### src/rtl/assert_macros.svh
// Assertion macros, used by the controller in rtl/prt_ctl.sv.
`ifndef ASSERT_MACROS_SVH
`define ASSERT_MACROS_SVH

// A condition that must hold at every clock edge outside reset.
`define ASSERT_HOLDS(label, clk, rst_n, expr, msg) \
    label: assert property (@(posedge clk) disable iff (!rst_n) (expr)) \
        else $error(msg);

// A condition that, once seen, forces another at the same edge.
`define ASSERT_IMPL(label, clk, rst_n, pre, post, msg) \
    label: assert property (@(posedge clk) disable iff (!rst_n) (pre) |-> (post)) \
        else $error(msg);

`endif

### src/rtl/prt_pkg.sv
`timescale 1ns / 1ps
// ----------------------------------------------------------------------------
// Peer registration table package
// Shared constants, command and result codes, and the structs that pass
// between the controller and the row of slot cells.
// ----------------------------------------------------------------------------
package prt_pkg;

    localparam int TABLE_SLOTS = 16;
    localparam int CNT_W       = $clog2(TABLE_SLOTS + 1);
    localparam logic [15:0] SEQ_MAX = 16'hFFFF;

    typedef enum logic [1:0] {
        CMD_REG     = 2'd0,
        CMD_UNREG   = 2'd1,
        CMD_LIST    = 2'd2,
        CMD_UNKNOWN = 2'd3
    } t_cmd;

    typedef enum logic [2:0] {
        KIND_SEQ   = 3'd0,
        KIND_OK    = 3'd1,
        KIND_NOK   = 3'd2,
        KIND_ENTRY = 3'd3,
        KIND_END   = 3'd4
    } t_kind;

    // Per-cycle control for the cell row.
    typedef struct packed {
        logic shift;   // move the token one cell along
        logic act;     // let the cell holding the token do its work
    } t_step;

    // Command held for the whole walk, seen by every cell.
    typedef struct packed {
        t_cmd        op;
        logic [31:0] addr;
        logic [15:0] port;
        logic [15:0] seq_arg;
        logic [15:0] issue_seq;
    } t_bcast;

    // What a cell shows to its neighbour and to the controller.
    typedef struct packed {
        logic        tok;
        logic        done;
        logic        valid;
        logic [15:0] seq;
        logic [31:0] addr;
        logic [15:0] port;
    } t_cell;

endpackage

### src/rtl/prt_req_if.sv
`timescale 1ns / 1ps
// ----------------------------------------------------------------------------
// Request and response channels
// Valid/ready channels carrying one command item and one result item.
// ----------------------------------------------------------------------------
interface prt_req_if;
    logic        valid;
    logic        ready;
    logic [1:0]  cmd;
    logic [31:0] peer_addr;
    logic [15:0] peer_port;
    logic [15:0] seq_arg;

    modport source (output valid, cmd, peer_addr, peer_port, seq_arg, input ready);
    modport sink   (input valid, cmd, peer_addr, peer_port, seq_arg, output ready);
endinterface

interface prt_rsp_if;
    logic        valid;
    logic        ready;
    logic [2:0]  kind;
    logic [15:0] seq_out;
    logic [31:0] addr_out;
    logic [15:0] port_out;
    logic        last;

    modport source (output valid, kind, seq_out, addr_out, port_out, last, input ready);
    modport sink   (input valid, kind, seq_out, addr_out, port_out, last, output ready);
endinterface

### src/rtl/prt_cell.sv
`timescale 1ns / 1ps
// ----------------------------------------------------------------------------
// Peer registration table slot cell
// Holds one slot and passes the command token on to its neighbour.
// ----------------------------------------------------------------------------
module prt_cell import prt_pkg::*; (
    input  logic   i_clk,
    input  logic   i_rst_n,
    input  t_step  i_step,
    input  t_bcast i_bc,
    input  logic   i_tok,
    input  logic   i_done,
    output t_cell  o_cell
);

    logic        r_valid, n_valid;
    logic [31:0] r_addr, n_addr;
    logic [15:0] r_port, n_port;
    logic [15:0] r_seq, n_seq;
    logic        r_tok, n_tok;
    logic        r_done, n_done;
    logic        w_act, w_fill, w_clear;

    always_comb begin
        // The done flag means an earlier cell has already taken the command, or the controller refused it at the start.
        w_act   = r_tok && i_step.act && !r_done;
        w_fill  = w_act && (i_bc.op == CMD_REG) && !r_valid;
        w_clear = w_act && (i_bc.op == CMD_UNREG) && r_valid && (r_seq == i_bc.seq_arg);

        n_valid = r_valid;
        n_addr  = r_addr;
        n_port  = r_port;
        n_seq   = r_seq;
        if (w_fill) begin
            n_valid = 1'b1;
            n_addr  = i_bc.addr;
            n_port  = i_bc.port;
            n_seq   = i_bc.issue_seq;
        end else if (w_clear) begin
            n_valid = 1'b0;
        end

        n_tok  = r_tok;
        n_done = r_done;
        if (i_step.shift) begin
            n_tok  = i_tok;
            n_done = i_done;
        end

        o_cell.tok   = r_tok;
        o_cell.done  = r_done || w_fill || w_clear;
        o_cell.valid = r_valid;
        o_cell.seq   = r_seq;
        o_cell.addr  = r_addr;
        o_cell.port  = r_port;
    end

    always_ff @(posedge i_clk) begin
        if (!i_rst_n) begin
            r_valid <= 1'b0;
            r_tok   <= 1'b0;
            r_done  <= 1'b0;
        end else begin
            r_valid <= n_valid;
            r_tok   <= n_tok;
            r_done  <= n_done;
        end
        r_addr <= n_addr;
        r_port <= n_port;
        r_seq  <= n_seq;
    end

endmodule

### src/rtl/prt_ctl.sv
`timescale 1ns / 1ps
`include "assert_macros.svh"
// ----------------------------------------------------------------------------
// Peer registration table controller
// Takes a command, walks its token along the cell row, keeps the counters
// and drives the output register.
// ----------------------------------------------------------------------------
module prt_ctl import prt_pkg::*; (
    input  logic              i_clk,
    input  logic              i_rst_n,
    prt_req_if.sink           i_req,
    prt_rsp_if.source         o_rsp,
    input  t_cell             i_cells [TABLE_SLOTS],
    output t_step             o_step,
    output t_bcast            o_bc,
    output logic              o_tok0,
    output logic              o_done0
);

    logic             r_busy, n_busy;
    logic             r_tail, n_tail;
    logic             r_tail_done, n_tail_done;
    logic             r_ok, n_ok;
    t_cmd             r_op, n_op;
    logic [31:0]      r_addr, n_addr;
    logic [15:0]      r_port, n_port;
    logic [15:0]      r_seq_arg, n_seq_arg;
    logic [CNT_W-1:0] r_count, n_count;
    logic [15:0]      r_issue_seq, n_issue_seq;

    logic             r_o_valid, n_o_valid;
    t_kind            r_o_kind, n_o_kind;
    logic [15:0]      r_o_seq, n_o_seq;
    logic [31:0]      r_o_addr, n_o_addr;
    logic [15:0]      r_o_port, n_o_port;
    logic             r_o_last, n_o_last;

    logic             w_adv, w_start, w_pre_ok, w_hit, w_done0;
    logic [15:0]      w_e_seq, w_e_port;
    logic [31:0]      w_e_addr;
    logic [TABLE_SLOTS-1:0] w_tok_vec, w_valid_vec;

    // Only the cell holding the token can put its slot on the entry bus.
    always_comb begin
        w_hit    = 1'b0;
        w_e_seq  = '0;
        w_e_addr = '0;
        w_e_port = '0;
        for (int i = 0; i < TABLE_SLOTS; i++) begin
            w_tok_vec[i]   = i_cells[i].tok;
            w_valid_vec[i] = i_cells[i].valid;
            if (i_cells[i].tok && i_cells[i].valid) begin
                w_hit    = 1'b1;
                w_e_seq  = w_e_seq | i_cells[i].seq;
                w_e_addr = w_e_addr | i_cells[i].addr;
                w_e_port = w_e_port | i_cells[i].port;
            end
        end
    end

    always_comb begin
        w_adv   = r_busy && (!r_o_valid || o_rsp.ready);
        w_start = i_req.valid && !r_busy;

        w_pre_ok = (i_req.peer_port != 16'd0) && (r_count < CNT_W'(TABLE_SLOTS))
                   && (r_issue_seq < SEQ_MAX);
        case (t_cmd'(i_req.cmd))
            CMD_REG:   w_done0 = !w_pre_ok;
            CMD_UNREG: w_done0 = 1'b0;
            CMD_LIST:  w_done0 = 1'b0;
            default:   w_done0 = 1'b1;
        endcase

        n_busy      = r_busy;
        n_tail      = r_tail;
        n_tail_done = r_tail_done;
        n_ok        = r_ok;
        n_op        = r_op;
        n_addr      = r_addr;
        n_port      = r_port;
        n_seq_arg   = r_seq_arg;
        n_count     = r_count;
        n_issue_seq = r_issue_seq;

        n_o_valid = r_o_valid && !o_rsp.ready;
        n_o_kind  = r_o_kind;
        n_o_seq   = r_o_seq;
        n_o_addr  = r_o_addr;
        n_o_port  = r_o_port;
        n_o_last  = r_o_last;

        if (w_start) begin
            n_busy    = 1'b1;
            n_ok      = w_pre_ok;
            n_op      = t_cmd'(i_req.cmd);
            n_addr    = i_req.peer_addr;
            n_port    = i_req.peer_port;
            n_seq_arg = i_req.seq_arg;
        end

        if (w_adv && !r_tail) begin
            if (i_cells[TABLE_SLOTS-1].tok) begin
                n_tail      = 1'b1;
                n_tail_done = i_cells[TABLE_SLOTS-1].done;
            end
            if ((r_op == CMD_LIST) && w_hit) begin
                n_o_valid = 1'b1;
                n_o_kind  = KIND_ENTRY;
                n_o_seq   = w_e_seq;
                n_o_addr  = w_e_addr;
                n_o_port  = w_e_port;
                n_o_last  = 1'b0;
            end
        end

        // The walk is over: settle the counters and send the closing result.
        if (w_adv && r_tail) begin
            n_busy    = 1'b0;
            n_tail    = 1'b0;
            n_o_valid = 1'b1;
            n_o_kind  = KIND_NOK;
            n_o_seq   = '0;
            n_o_addr  = '0;
            n_o_port  = '0;
            n_o_last  = 1'b1;
            case (r_op)
                CMD_REG: begin
                    if (r_ok && r_tail_done) begin
                        n_o_kind    = KIND_SEQ;
                        n_o_seq     = r_issue_seq;
                        n_count     = r_count + CNT_W'(1);
                        n_issue_seq = r_issue_seq + 16'd1;
                    end
                end
                CMD_UNREG: begin
                    if (r_tail_done) begin
                        n_o_kind = KIND_OK;
                        n_count  = r_count - CNT_W'(1);
                    end
                end
                CMD_LIST: n_o_kind = KIND_END;
                default:  n_o_kind = KIND_NOK;
            endcase
        end

        o_step.shift = w_adv || w_start;
        o_step.act   = w_adv && !r_tail;
        o_bc.op        = r_op;
        o_bc.addr      = r_addr;
        o_bc.port      = r_port;
        o_bc.seq_arg   = r_seq_arg;
        o_bc.issue_seq = r_issue_seq;
        o_tok0         = w_start;
        o_done0        = w_done0;

        i_req.ready    = !r_busy;
        o_rsp.valid    = r_o_valid;
        o_rsp.kind     = r_o_kind;
        o_rsp.seq_out  = r_o_seq;
        o_rsp.addr_out = r_o_addr;
        o_rsp.port_out = r_o_port;
        o_rsp.last     = r_o_last;
    end

    always_ff @(posedge i_clk) begin
        if (!i_rst_n) begin
            r_busy      <= 1'b0;
            r_tail      <= 1'b0;
            r_count     <= '0;
            r_issue_seq <= 16'd1;
            r_o_valid   <= 1'b0;
        end else begin
            r_busy      <= n_busy;
            r_tail      <= n_tail;
            r_count     <= n_count;
            r_issue_seq <= n_issue_seq;
            r_o_valid   <= n_o_valid;
        end
        r_tail_done <= n_tail_done;
        r_ok        <= n_ok;
        r_op        <= n_op;
        r_addr      <= n_addr;
        r_port      <= n_port;
        r_seq_arg   <= n_seq_arg;
        r_o_kind    <= n_o_kind;
        r_o_seq     <= n_o_seq;
        r_o_addr    <= n_o_addr;
        r_o_port    <= n_o_port;
        r_o_last    <= n_o_last;
    end

    `ASSERT_HOLDS(a_one_token, i_clk, i_rst_n, $onehot0(w_tok_vec),
                  "more than one token in the row")
    `ASSERT_IMPL(a_idle_no_token, i_clk, i_rst_n, !r_busy || r_tail, w_tok_vec == '0,
                 "token left in the row")
    `ASSERT_IMPL(a_count_match, i_clk, i_rst_n, !r_busy,
                 $countones(w_valid_vec) == int'(r_count), "active count differs from valid slots")
    `ASSERT_HOLDS(a_seq_nonzero, i_clk, i_rst_n, r_issue_seq != 16'd0,
                  "sequence counter wrapped")

endmodule

### src/rtl/peer_registration_table.sv
`timescale 1ns / 1ps
// ----------------------------------------------------------------------------
// Peer registration table
// Keeps up to TABLE_SLOTS registered peers and answers register, unregister
// and list commands.
// ----------------------------------------------------------------------------
// Usage: one command is taken on i_req per transfer, and its results leave on
// o_rsp, one per transfer; the final result of each command carries last.
// Register returns the assigned sequence number or NOK, unregister OK or NOK,
// list one entry per active slot in slot order and then an end marker.
// Each command walks a token through a row of TABLE_SLOTS slot cells, one cell
// per cycle while o_rsp is not stalled, followed by a final step that settles
// the counters and loads the closing result. A new command is taken only once
// that closing result has been loaded into the output register.
// A single output register holds the current result; while the receiver
// stalls, the walk pauses in place, so no result is lost.
// Reset empties every slot and sets the next sequence number to one; no
// clearing pass is needed and a command can be taken straight after reset.
// ----------------------------------------------------------------------------
module peer_registration_table import prt_pkg::*; (
    input  logic       i_clk,
    input  logic       i_rst_n,
    prt_req_if.sink    i_req,
    prt_rsp_if.source  o_rsp
);

    t_cell  w_cells [TABLE_SLOTS];
    logic   w_tok_in [TABLE_SLOTS];
    logic   w_done_in [TABLE_SLOTS];
    t_step  w_step;
    t_bcast w_bc;
    logic   w_tok0, w_done0;

    prt_ctl u_ctl (
        .i_clk   (i_clk),
        .i_rst_n (i_rst_n),
        .i_req   (i_req),
        .o_rsp   (o_rsp),
        .i_cells (w_cells),
        .o_step  (w_step),
        .o_bc    (w_bc),
        .o_tok0  (w_tok0),
        .o_done0 (w_done0)
    );

    for (genvar g = 0; g < TABLE_SLOTS; g++) begin : g_cell
        if (g == 0) begin : g_head
            assign w_tok_in[g]  = w_tok0;
            assign w_done_in[g] = w_done0;
        end else begin : g_body
            assign w_tok_in[g]  = w_cells[g-1].tok;
            assign w_done_in[g] = w_cells[g-1].done;
        end

        prt_cell u_cell (
            .i_clk   (i_clk),
            .i_rst_n (i_rst_n),
            .i_step  (w_step),
            .i_bc    (w_bc),
            .i_tok   (w_tok_in[g]),
            .i_done  (w_done_in[g]),
            .o_cell  (w_cells[g])
        );
    end

endmodule
### src/flat_wrapper.sv
// flat-port wrapper written by rule: the top's interface ports become plain ports
module peer_registration_table_flat import prt_pkg::*;
  (i_clk, i_rst_n, i_req_valid, i_req_cmd, i_req_peer_addr, i_req_peer_port, i_req_seq_arg, i_req_ready, o_rsp_valid, o_rsp_kind, o_rsp_seq_out, o_rsp_addr_out, o_rsp_port_out, o_rsp_last, o_rsp_ready);
  prt_req_if i_req_i ();
  prt_rsp_if o_rsp_i ();
  input  logic i_clk;
  input  logic i_rst_n;
  input wire logic [$bits(i_req_i.valid)-1:0] i_req_valid;
  input wire logic [$bits(i_req_i.cmd)-1:0] i_req_cmd;
  input wire logic [$bits(i_req_i.peer_addr)-1:0] i_req_peer_addr;
  input wire logic [$bits(i_req_i.peer_port)-1:0] i_req_peer_port;
  input wire logic [$bits(i_req_i.seq_arg)-1:0] i_req_seq_arg;
  output wire logic [$bits(i_req_i.ready)-1:0] i_req_ready;
  output wire logic [$bits(o_rsp_i.valid)-1:0] o_rsp_valid;
  output wire logic [$bits(o_rsp_i.kind)-1:0] o_rsp_kind;
  output wire logic [$bits(o_rsp_i.seq_out)-1:0] o_rsp_seq_out;
  output wire logic [$bits(o_rsp_i.addr_out)-1:0] o_rsp_addr_out;
  output wire logic [$bits(o_rsp_i.port_out)-1:0] o_rsp_port_out;
  output wire logic [$bits(o_rsp_i.last)-1:0] o_rsp_last;
  input wire logic [$bits(o_rsp_i.ready)-1:0] o_rsp_ready;
  assign i_req_i.valid = i_req_valid;
  assign i_req_i.cmd = i_req_cmd;
  assign i_req_i.peer_addr = i_req_peer_addr;
  assign i_req_i.peer_port = i_req_peer_port;
  assign i_req_i.seq_arg = i_req_seq_arg;
  assign i_req_ready = i_req_i.ready;
  assign o_rsp_valid = o_rsp_i.valid;
  assign o_rsp_kind = o_rsp_i.kind;
  assign o_rsp_seq_out = o_rsp_i.seq_out;
  assign o_rsp_addr_out = o_rsp_i.addr_out;
  assign o_rsp_port_out = o_rsp_i.port_out;
  assign o_rsp_last = o_rsp_i.last;
  assign o_rsp_i.ready = o_rsp_ready;
  peer_registration_table u_core (.i_clk(i_clk), .i_rst_n(i_rst_n), .i_req(i_req_i), .o_rsp(o_rsp_i));
endmodule
### config.mk
export PLATFORM = sky130hd
export DESIGN_NAME = peer_registration_table_flat
export DESIGN_NICKNAME = d
export VERILOG_FILES = /design/src/rtl/prt_pkg.sv /design/src/rtl/prt_req_if.sv /design/src/rtl/prt_cell.sv /design/src/rtl/prt_ctl.sv /design/src/rtl/peer_registration_table.sv /design/src/flat_wrapper.sv
export VERILOG_INCLUDE_DIRS = /design/src /design/src/rtl
export SDC_FILE = /design/constraint.sdc
export NUM_CORES = 1
export LEC_CHECK = 0
export BUFFER_PORTS_ARGS = -buffer_cell sky130_fd_sc_hd__buf_2
export CAP_MARGIN = 20
export CORE_MARGIN = 1.5
export CORE_UTILIZATION = 60
export DETAILED_ROUTE_END_ITERATION = 12
export PLACE_DENSITY_LB_ADDON = 0.1
export SYNTH_ARGS = -nofsm -noshare
export SYNTH_HDL_FRONTEND = slang
export SYNTH_SLANG_ARGS = --single-unit
export TNS_END_PERCENT = 5
### constraint.sdc
create_clock -name i_clk -period 18.61 [get_ports i_clk]
set_clock_uncertainty 0.15 [all_clocks]
set_input_delay 1.861 -clock i_clk [delete_from_list [all_inputs] [get_ports i_clk]]
set_output_delay 1.861 -clock i_clk [all_outputs]
set_load 0.02 [all_outputs]
Word level (Yosys, flattened, before mapping) --
Index checks and enable logic that the tools add are counted.
Cells by class: reductions and logical operators 237, muxes and demuxes 114, eq/ne operators 22, magnitude comparators 2, bitwise operators 46, $add $sub $neg 3
Operators by type and width (count):
- $mux W16 | 37
- $mux W32 | 16
- $or A16 B16 Y16 | 30
- $or A32 B32 Y32 | 15
- $eq A16 B16 Y1 | 16
- $logic_and A1 B1 Y1 | 137
- $mux W1 | 51
- $reduce_bool A2 Y1 | 19
- $logic_not A1 Y1 | 37
- $logic_or A1 B1 Y1 | 34
- $add A16 B1 Y16 const B | 1
- $lt A16 B16 Y1 const B | 1
- $reduce_bool A16 Y1 | 1
- $mux W5 | 2
- $pmux W5 S2 | 1
- $mux W3 | 3
- $pmux W3 S3 | 1
- $reduce_and A2 Y1 | 3
- $add A5 B1 Y5 const B | 1
- $lt A5 B5 Y1 const B | 1
- $sub A5 B1 Y5 const B | 1
- $eq A2 B1 Y1 const B | 2
- $eq A2 B2 Y1 const B | 2
- $logic_not A2 Y1 | 2
- other kinds (7) | 10
Word-level totals: bits of input ports 70, output and inout bits 70, register bits after elaboration 1232, logic and storage cells 536

Depth between registers and ports, before layout --
depth in word-level cells 35, mapped depth 8, gate-level depth less buffers 8

Modules after synthesis --
From an unflattened synthesis, not the netlist that was laid out.
Unflattened totals: cells, all modules 2922, area total of the unflattened synthesis 48275.0 um^2
Modules (own cells, without submodules):
- prt_cell | cells an instance 106, times used 16, seq. area each 1981.9 um^2, area each 2306.0 um^2
- prt_ctl | cells an instance 1226, times used 1, seq. area each 4073.9 um^2, area each 11379.7 um^2

Least setup slack after synthesis --
OpenSTA, ideal clock, no wires.
path type input-to-reg, from in o_rsp_ready, to reg u_core.g_cell[14].u_cell.r_valid, data arrival time 9.812 ns, stages on the path 6, library setup time 0.104 ns, required time 18.356 ns, path slack 8.544 ns, buffers on the path 1, cell sequence nand2b_1 -> buf_2 -> nand3_1 -> nor4b_1 -> o21ai_0 -> a41oi_1
Between the ends: elaborated cells on any way between the ends 12, classes of those cells mux: 1; reduce/logical: 11
RTL lines:
- start: declaration | line flat_wrapper.sv:20 | input wire logic [$bits(o_rsp_i.ready)-1:0] o_rsp_ready;
- $logic_or A1 B1 Y1 | line prt_ctl.sv:62 | w_adv = r_busy && (!r_o_valid || o_rsp.ready);
- $logic_and A1 B1 Y1 | line prt_ctl.sv:62
- $logic_and A1 B1 Y1 | line prt_ctl.sv:147 | o_step.act = w_adv && !r_tail;
- $logic_and A1 B1 Y1 (2 in series) | line prt_cell.sv:26 | w_act = r_tok && i_step.act && !r_done;
- $logic_and A1 B1 Y1 (2 in series) | line prt_cell.sv:27 | w_fill = w_act && (i_bc.op == CMD_REG) && !r_valid;
- $mux W1 | line prt_cell.sv:34 | if (w_fill) begin
- via u_core.g_cell[14].u_cell.n_valid | line prt_cell.sv:16 | logic r_valid, n_valid;
- end signal: assignment | line prt_cell.sv:64 | r_valid <= n_valid;
- end: declaration | line prt_cell.sv:16
The timed path passes the listed nets, and every way through them passes these cells. A chain may end at the register's enable or synchronous reset.

Worst setup path in the final report --
from in o_rsp_ready, to reg u_core.g_cell[6].u_cell.r_addr[16] (enable)
Between the ends: longest elaborated chain between the ends 7
Ends and longest elaborated chain:
- $logic_or A1 B1 Y1 | line prt_ctl.sv:62
- $logic_and A1 B1 Y1 | line prt_ctl.sv:62
- $logic_and A1 B1 Y1 | line prt_ctl.sv:147
- $logic_and A1 B1 Y1 (2 in series) | line prt_cell.sv:26
- $logic_and A1 B1 Y1 (2 in series) | line prt_cell.sv:27
- end signal: assignment | line prt_cell.sv:68 | r_addr <= n_addr;
- end: declaration | line prt_cell.sv:17 | logic [31:0] r_addr, n_addr;
No other way between the ends.

==> flow_summary.json <==
{
  "clock-sinks": 1232,
  "pwr-share-comb_pct": 1.6,
  "ys_types": 52,
  "mostFrequentLayoutCells": "edfxtp_1 (1111), a22oi_1 (276), nand2_1 (168)",
  "synth_area_mm2": 0.0471,
  "timing.final.crit_share_pct": 24.2,
  "crit_type": "primary input to register",
  "syn-mean-instance-area_um2": 16.4,
  "grt_pass1_vias": 28146,
  "cts_inserted_buffers": 119,
  "cts_setup_buffers": 0,
  "ys_seq_elements": 1232,
  "num_vias": 28878,
  "drt-met1-wl_um": 53600,
  "setup_tns_ns": 0,
  "status": "finished, violations left",
  "grt_pass1_wl_um": 200000,
  "clkLatencyLatePin_ns": 0.70,
  "post-route-util_pct": 68.2,
  "die_x_um": 283,
  "final_antenna_net_count": 0,
  "nNetsFinal": 3082,
  "cts_tree": "yes",
  "wl_um": 142000,
  "place_ws_ns": 13.46,
  "wl_per_cell_um": 34.2,
  "path_clk_slew_ns": 0.06,
  "clock_power_share_pct": 43.5,
  "cp.required_ns": 18.77,
  "worst_slew_pin_slew_ns": 1.19,
  "power_uw": 5590,
  "switchingPower_uw": 1130,
  "ctsResizeCount": 0,
  "rsz0062_at_grt": "false",
  "gp_congestion": 1.02,
  "synthArstFlopShare_pct": 0,
  "grt_start_max_net_pins": 62,
  "antenna_cells": 0,
  "drive_above_1_share_pct": 13.4,
  "worst_slack_ns": 14.11,
  "setup_violations": 0,
  "met2_wirelength_um": 65400,
  "drc_errors": 1,
  "syn_inst": 2869,
  "syn_to_final_growth_pct": 12.4,
  "p_per_area_mw_per_mm2": 105,
  "row_count": 102,
  "max_cap_viol_count": 0,
  "min_period_ns": 4.50,
  "ys_dominant_reg_cell": "edfxtp_1",
  "endpoint_kind": "register",
  "overflow": 0,
  "irDropWorstVdd_mv": 0.0936,
  "max_clock_freq_mhz": 222,
  "drt-pass1-iter-count": 10,
  "mostFrequentLayoutCell": "edfxtp_1",
  "route.met3.wl_um": 15700,
  "internal_power_uw": 4460,
  "p_seq_share_pct": 54.9,
  "synthesis.nets": 2945,
  "track_usage_pct": 35.0,
  "io_buffer_count": 139,
  "clockBufferDepth": 3,
  "antenna_found_initial": 2,
  "top_layer_used": "met5",
  "start_util_pct": 60.7,
  "finalMaxSlewViolations": 0,
  "critPathMaxFanout": 55,
  "io-pin-count": 140,
  "min-delay-path-class": "register to register",
  "crit_arrival_ns": 4.66,
  "violations": "DRC",
  "power_leakage_uw": 0.0172,
  "cts-root-buf": "clkbuf_16",
  "switching_share_pct": 20.2,
  "vias_per_cell": 6.96,
  "holdBufCountCts": 0,
  "hold_violations": 0,
  "core_mm2": 0.0776,
  "ys_seq_area_share_pct": 75.9,
  "first_iter_violations": 4318,
  "synth_edf_count": 1111,
  "hpwl_um": 77500,
  "maxSlewHeadroom_pct": 20.4,
  "htree_levels": 3,
  "die_h_um": 283,
  "die_area_mm2": 0.0802,
  "cp-start-kind": "primary input",
  "ys_warn_count": 0
}
==> path summary, 6_finish.rpt <==
path                                         from                                 end  slack, ns  depth (start not counted)
setup / recovery                      o_rsp_ready  u_core.g_cell[6].u_cell.r_addr[16]      14.11                          6
hold / removal    u_core.u_ctl.o_rsp.addr_out[12]     u_core.u_ctl.o_rsp.addr_out[12]       0.31                          2
setup reg to reg              u_core.u_ctl.r_busy  u_core.g_cell[6].u_cell.r_addr[16]      15.00                          5
hold reg to reg   u_core.u_ctl.o_rsp.addr_out[12]     u_core.u_ctl.o_rsp.addr_out[12]       0.31                          2
==> stage by stage <==
| stage | instances | area, um2 | hold WS, ns |
|---|---|---|---|
| 6_report | 4151 | 53000 | 0.306 |
| 5_1_grt | 4151 | 53000 | 0.328 |
| 4_1_cts | 4149 | 52900 | 0.312 |
| 3_5_place_dp | 3923 | 48900 | 0.300 |
| 3_3_place_gp | 3923 | 48900 | 0.295 |
| 2_1_floorplan | 2869 | 47100 | 0.290 |
==> routing by layer <==
layer	global-route usage (%)	vias up
li1	-	11844
met1	48.5	14604
met2	54.1	2052
met3	6.45	374
met4	16.7	4
met5	0	-
==> power by group through the flow <==
stage	registers, uW	logic [uW]	clock network, uW
final	3060	90.8	2430
after global routing	3070	93.7	2560
after CTS	3060	86.9	2440
after detailed placement	3120	86.3	0
after global placement	3120	86.2	0
after floorplan	3100	55.3	0
==> Yosys cell counts (all sizes together), types with 32 or more instances <==
library cell	count	share of area, %
and4	37	0.69
nor4	56	0.74
buf	102	1.0
a221oi	129	2.4
a22o	138	2.6
dfxtp	121	5.1
nor3	32	0.34
nand2	168	1.3
a22oi	286	4.7
edfxtp	1111	71
clkbuf	76	0.61
nor2	37	0.29
xor2	115	2.1
xnor2	154	2.9
nand4	79	1.0
==> kinds of logic after synthesis <==
kind of cell	share of synthesized area (%)
AO/OA/AOI/OAI	10.9
adder cells (fa/ha/maj)	0.175
flip-flops	75.9
buffers and inverters	1.73
AND/OR/NAND/NOR	5.86
multiplexers	0.382
XOR/XNOR	5.00
==> flip-flops by register name, summed over array words and instances, names as in the netlist <==
signal / flops
u_core.u_ctl.o_rsp.addr_out: 32
u_core.u_ctl.r_port: 16
u_core.u_ctl.o_rsp.kind: 3
u_core.u_ctl.r_count: 5
u_core.u_ctl.o_rsp.seq_out: 16
u_core.g_cell.u_cell.r_addr: 512
u_core.u_ctl.o_rsp.valid: 1
u_core.g_cell.u_cell.r_port: 256
u_core.g_cell.u_cell.r_valid: 16
u_core.u_ctl.r_tail: 1
u_core.u_ctl.r_ok: 1
u_core.u_ctl.r_tail_done: 1
u_core.u_ctl.r_busy: 1
u_core.u_ctl.r_seq_arg: 16
u_core.u_ctl.o_rsp.last: 1
u_core.g_cell.u_cell.r_done: 16
u_core.u_ctl.r_op: 2
u_core.u_ctl.r_addr: 32
u_core.u_ctl.o_rsp.port_out: 16
u_core.g_cell.u_cell.r_seq: 256
u_core.g_cell.u_cell.r_tok: 16
u_core.u_ctl.r_issue_seq: 16
==> area by class of cell <==
cell class,instances,area [um2]
Sequential cell,1232,35800
Fill cell,5202,24600
Multi-Input combinational cell,1443,10700
Clock buffer,173,3360
Tap cell,1040,1300
Timing Repair Buffer,194,1150
Clock inverter,53,593
Inverter,16,62.6
==> worst max-delay path: stages <==
cell and delay (ns):
buf_2 0.07, nand2b_1 0.37, nand3_1 0.17, buf_4 0.29, nor4b_4 0.87, buf_4 0.96
Note: power is estimated with default switching activity, not from simulation.
